[src/hdl/sacm_ram.sv]
// ---------------------------------------------------------------------------
// sacm_ram: generic single-port RAM
// One write or read per cycle, registered read data.
// ---------------------------------------------------------------------------
module sacm_ram #(
  parameter int WIDTH = 8,
  parameter int DEPTH = 256
) (
  input  logic                     clk,
  input  logic                     we,
  input  logic [$clog2(DEPTH)-1:0] addr,
  input  logic [WIDTH-1:0]         wdata,
  output logic [WIDTH-1:0]         rdata
);
  logic [WIDTH-1:0] mem [DEPTH];

  always_ff @(posedge clk) begin
    if (we) mem[addr] <= wdata;
    rdata <= mem[addr];
  end
endmodule

[config.mk]
export PLATFORM = sky130hd
export DESIGN_NAME = sacm_ram
export DESIGN_NICKNAME = d
export VERILOG_FILES = /design/src/hdl/sacm_ram.sv
export SDC_FILE = /design/constraint.sdc
export NUM_CORES = 2
export LEC_CHECK = 0
export ABC_AREA = 1
export BUFFER_PORTS_ARGS = -buffer_cell sky130_fd_sc_hd__buf_2
export CORE_MARGIN = 2
export CORE_UTILIZATION = 30
export DETAILED_ROUTE_END_ITERATION = 10
export GPL_ROUTABILITY_DRIVEN = 0
export GPL_TIMING_DRIVEN = 0
export SLEW_MARGIN = 20
export SYNTH_ARGS = -nofsm -noshare
export SYNTH_HDL_FRONTEND = slang
export SYNTH_SLANG_ARGS = --single-unit
[constraint.sdc]
create_clock -name clk -period 1.89 [get_ports clk]
set_clock_uncertainty 0.1 [all_clocks]
set_input_delay 0.0945 -clock clk [delete_from_list [all_inputs] [get_ports clk]]
set_output_delay 0.0945 -clock clk [all_outputs]
set_load 0.05 [all_outputs]
==> key figures <==
Clocking
  – Number of H-tree levels: 4
  – CTS tree: built
  – Clock tree buffer depth: 3
  – Clock insertion delay at the later pin of the skew report: 0.87 ns
  – # clock sinks: approximately 2.1k
  – Clk slew on worst S/H paths: ~0.060 ns
  – Root buffer cell: clkbuf_16
  – Total CTS buffers: 213

Hold path
  – Min-Delay Startpoint: addr[2]
  – Hold/Removal Path Class: input pin to flop
  – Hold Path Depth: 5
  – Hold EP: mem[12][6]$_DFFE_PP_

Critical path
  – WP data required: around 2.6 ns
  – Most used cell, CP: nand2_1
  – Reg-to-reg critical path endpoint: rdata[1]$_DFF_P_
  – Startpoint types: input pin
  – R2R Path Start: mem[134][1]$_DFFE_PP_
  – Crit path largest cell delay: around 0.62 ns
  – CP Cell Sequence: buf_4 -> buf_2 -> buf_1 -> nand2_1 -> nand2_1 -> nand2_1 -> nand2_1 -> o21ai_2 -> nand2_4 -> nor2_2 -> nor2_1 -> nor2_1 -> nand2_2
  – CP delay by family, top: buffers and inverters
  – Flop-to-flop setup slack: -0.18 ns
  – Critical path peak fanout: 10
  – Count of buffer and inverter cells on the critical path: 3
  – Slowest CP cell: buf_1
  – CP endpoint kind: flop
  – CP arrival: 2.76 ns
  – Reg2reg path depth: 12
  – Worst setup path class: input pin to flop

GRT
  – Vias in the first global route: roughly 56k
  – First-pass GRT wire length: around 380 mm
  – Initial antenna violation count: 9
  – Total gr overflow: 0
  – All-Layer GR Usage: 0.180
  – Largest net degree at the start of global routing: 100

Final layout
  – Synthesis-to-layout area growth: 19.1%
  – Nets: 8338
  – Post-route cell area: roughly 100000 sq um
  – Layout fillers: approximately 27k
  – Most common cell after layout, fill and taps aside: nand2_1
  – Core Util, Final: 0.359
  – Layout cells sized above 1: 0.146
  – Fin cells: approximately 12k
  – Most frequent cells in the layout: nand2_1 (4547), edfxtp_1 (2048), clkbuf_16 (217)

STA
  – Hold WS: approximately 0.044 ns
  – Fmax achieved: approximately 0.48 GHz
  – Setup violations, final: 123
  – Minimum clock period: 2.10 ns
  – Final period util: 1.11
  – Worst Max-Slew Pin Slew: just under 1 ns
  – Final hold vios: 0
  – Slew Limit Fails: 0
  – Unrepaired setup endpoints after global routing: true
  – Worst slew margin: 0.344
  – Worst Slack Setup Final: -0.210 ns

Detailed routing
  – DRT Wirelength: between 200 and 300 mm
  – Wire length per cell: approximately 22 microns
  – Drt via density: around 4.8
  – Met3 WL post-DR: 23.6 mm
  – Met2 wire length: approximately 120 mm
  – DR DRC count: 0
  – Post-route ant nets: 0
  – Vias: roughly 60k
  – Initial drt markers: 6855
  – M1 WL: 106 mm
  – DRT Pass-1 Iters: 9
  – Top layer in use: met5

Job
  – Max-Cap Viols: 0

Power
  – Clock power frac: 0.421
  – Gate power share: 0.070
  – PnR Total Power: slightly below 0.1 W
  – Psw: around 0.023 W
  – Part of the power in registers: 0.508
  – Cell internal pwr: between 0.07 and 0.08 W
  – Net switching fraction of the power: 0.237
  – Total power density per cell area: a little under 1000 nW/um^2
  – VDD IR max: about 0.8 mV
  – Leak pwr: 38.7 nW

Floorplan
  – Row count: 195
  – Initial core utilization: 0.301
  – DIE AREA: roughly 290000 sq um
  – Chip Width: roughly 540 microns
  – Io pins: 26
  – Floorplan Core Area: ~280000 sq um
  – DIE HEIGHT: about 540 microns

Logic synthesis
  – Largest cells by area after synthesis: edfxtp_1 (72%), nand2_1 (21%), nor2_1 (1.6%)
  – Netlist cell types: 18
  – Sequential area share after synthesis: 0.727
  – Mapped Nets: approximately 8k
  – Flops & latches, synth: approximately 2.1k
  – Yosys top cell by area: edfxtp_1
  – Synthesized area: roughly 85000 sq um
  – Top cell type's share of synthesized area: 0.725
  – Avg Cell Area, Syn: ~11 sq um
  – Syn Inst Count: approximately 8.0k
  – Ys Warns: 0

Place
  – Post-DP HPWL: between 150 and 200 mm
  – Port Buffers: 23
  – Placed inst area: slightly above 90000 sq um
  – Placed Cells: approximately 12k

Status
  – Violations in the final reports: negative setup slack
  – Status: finished with violations
[Yosys cell counts]
| library cell | n |
|---|---|
| nor2_1 | 361 |
| buf_2 | 182 |
| clkbuf_1 | 170 |
| inv_2 | 2 |
| nand2_1 | 4770 |
| inv_4 | 2 |
| a21oi_1 | 32 |
| buf_6 | 7 |
| o21ai_0 | 41 |
| nand3_1 | 188 |
| edfxtp_1 | 2048 |
| o21ai_1 | 119 |
| nor2_8 | 1 |
| inv_1 | 31 |
| buf_4 | 6 |
| dfxtp_1 | 8 |
| nand2_4 | 1 |
| buf_1 | 52 |
[tightest hold or removal path, cell delays in order]
cell	delay [ns]
buf_2	0.13
nand2_1	0.22
nor2_2	0.10
nand2_4	0.18
nor2_4	0.10
[power by group through the flow]
stage	Sequential (W)	Combinational [W]	Clock, W
after floorplan	0.0514	0.00286	0
after global placement	0.0515	0.00602	0
after detailed placement	0.0513	0.00623	0
after CTS	0.0503	0.00661	0.0420
after global routing	0.0503	0.00735	0.0438
final	0.0503	0.00695	0.0417
[routing by layer]
| layer | vias up | track usage |
|---|---|---|
| li1 | 27000 | - |
| met1 | 28100 | 0.233 |
| met2 | 2780 | 0.279 |
| met3 | 591 | 0.0349 |
| met4 | 4 | 0.109 |
| met5 | - | 0 |
[cells by family (layout without fill, tap and decap cells)]
| family | count (synthesis) | after routing | share of synthesized area |
|---|---|---|---|
| AND/OR/NAND/NOR | 5321 | 5321 | 0.238 |
| flip-flops | 2056 | 2056 | 0.727 |
| buffers and inverters | 452 | 925 | 0.0236 |
| AO/OA/AOI/OAI | 192 | 192 | 0.0113 |
| other | 0 | 8 | 0 |
[cell type report]
type / instances / area [sq um] / share of cell area
inverter: 35 / 141 / 0.00140
multi-input combinational: 5513 / 24100 / 0.239
timing repair buffer: 84 / 1290 / 0.0128
buffer: 417 / 2250 / 0.0222
clock buffer: 266 / 5570 / 0.0551
tap: 3743 / 4680 / 0.0463
sequential: 2056 / 61700 / 0.610
clock inverter: 123 / 1320 / 0.0131
antenna: 8 / 20.0 / 0.000198
[sequential cells by signal (all words and copies together), names as in the netlist]
| register | cells |
|---|---|
| mem | 2048 |
| rdata | 8 |
[metrics by stage]
| step | setup slack (ns) | setup TNS (ns) |
|---|---|---|
| floorplan | -0.145 | -122.52 |
| global placement | -4.06 | - |
| detailed placement | -1.99 | -3155.80 |
| CTS | -0.104 | -5.21 |
| global route | -0.231 | -2.37 |
| finish | -0.210 | -2.39 |
[how the worst max path moves through the flow]
stage / from / end / cells past startpoint
after global routing: mem[129][1]$_DFFE_PP_ / rdata[1]$_DFF_P_ / 12
after floorplan: addr[1] / mem[234][0]$_DFFE_PP_ / 10
after detailed placement: addr[2] / mem[130][0]$_DFFE_PP_ / 9
after CTS: addr[0] / mem[108][3]$_DFFE_PP_ / 11
final: addr[1] / rdata[0]$_DFF_P_ / 13
after global placement: wdata[4] / mem[81][4]$_DFFE_PP_ / 1
[what timing repair did]
item,in CTS,in global routing
hold buffers,19,1
gates resized for setup,686,307
hold endpoints to repair,881,24
endpoints found under the setup margin,2032,1566
setup buffers,7,10
pin swaps,57,96
cloned,0,1
Note: power is estimated with default switching activity, not from simulation.
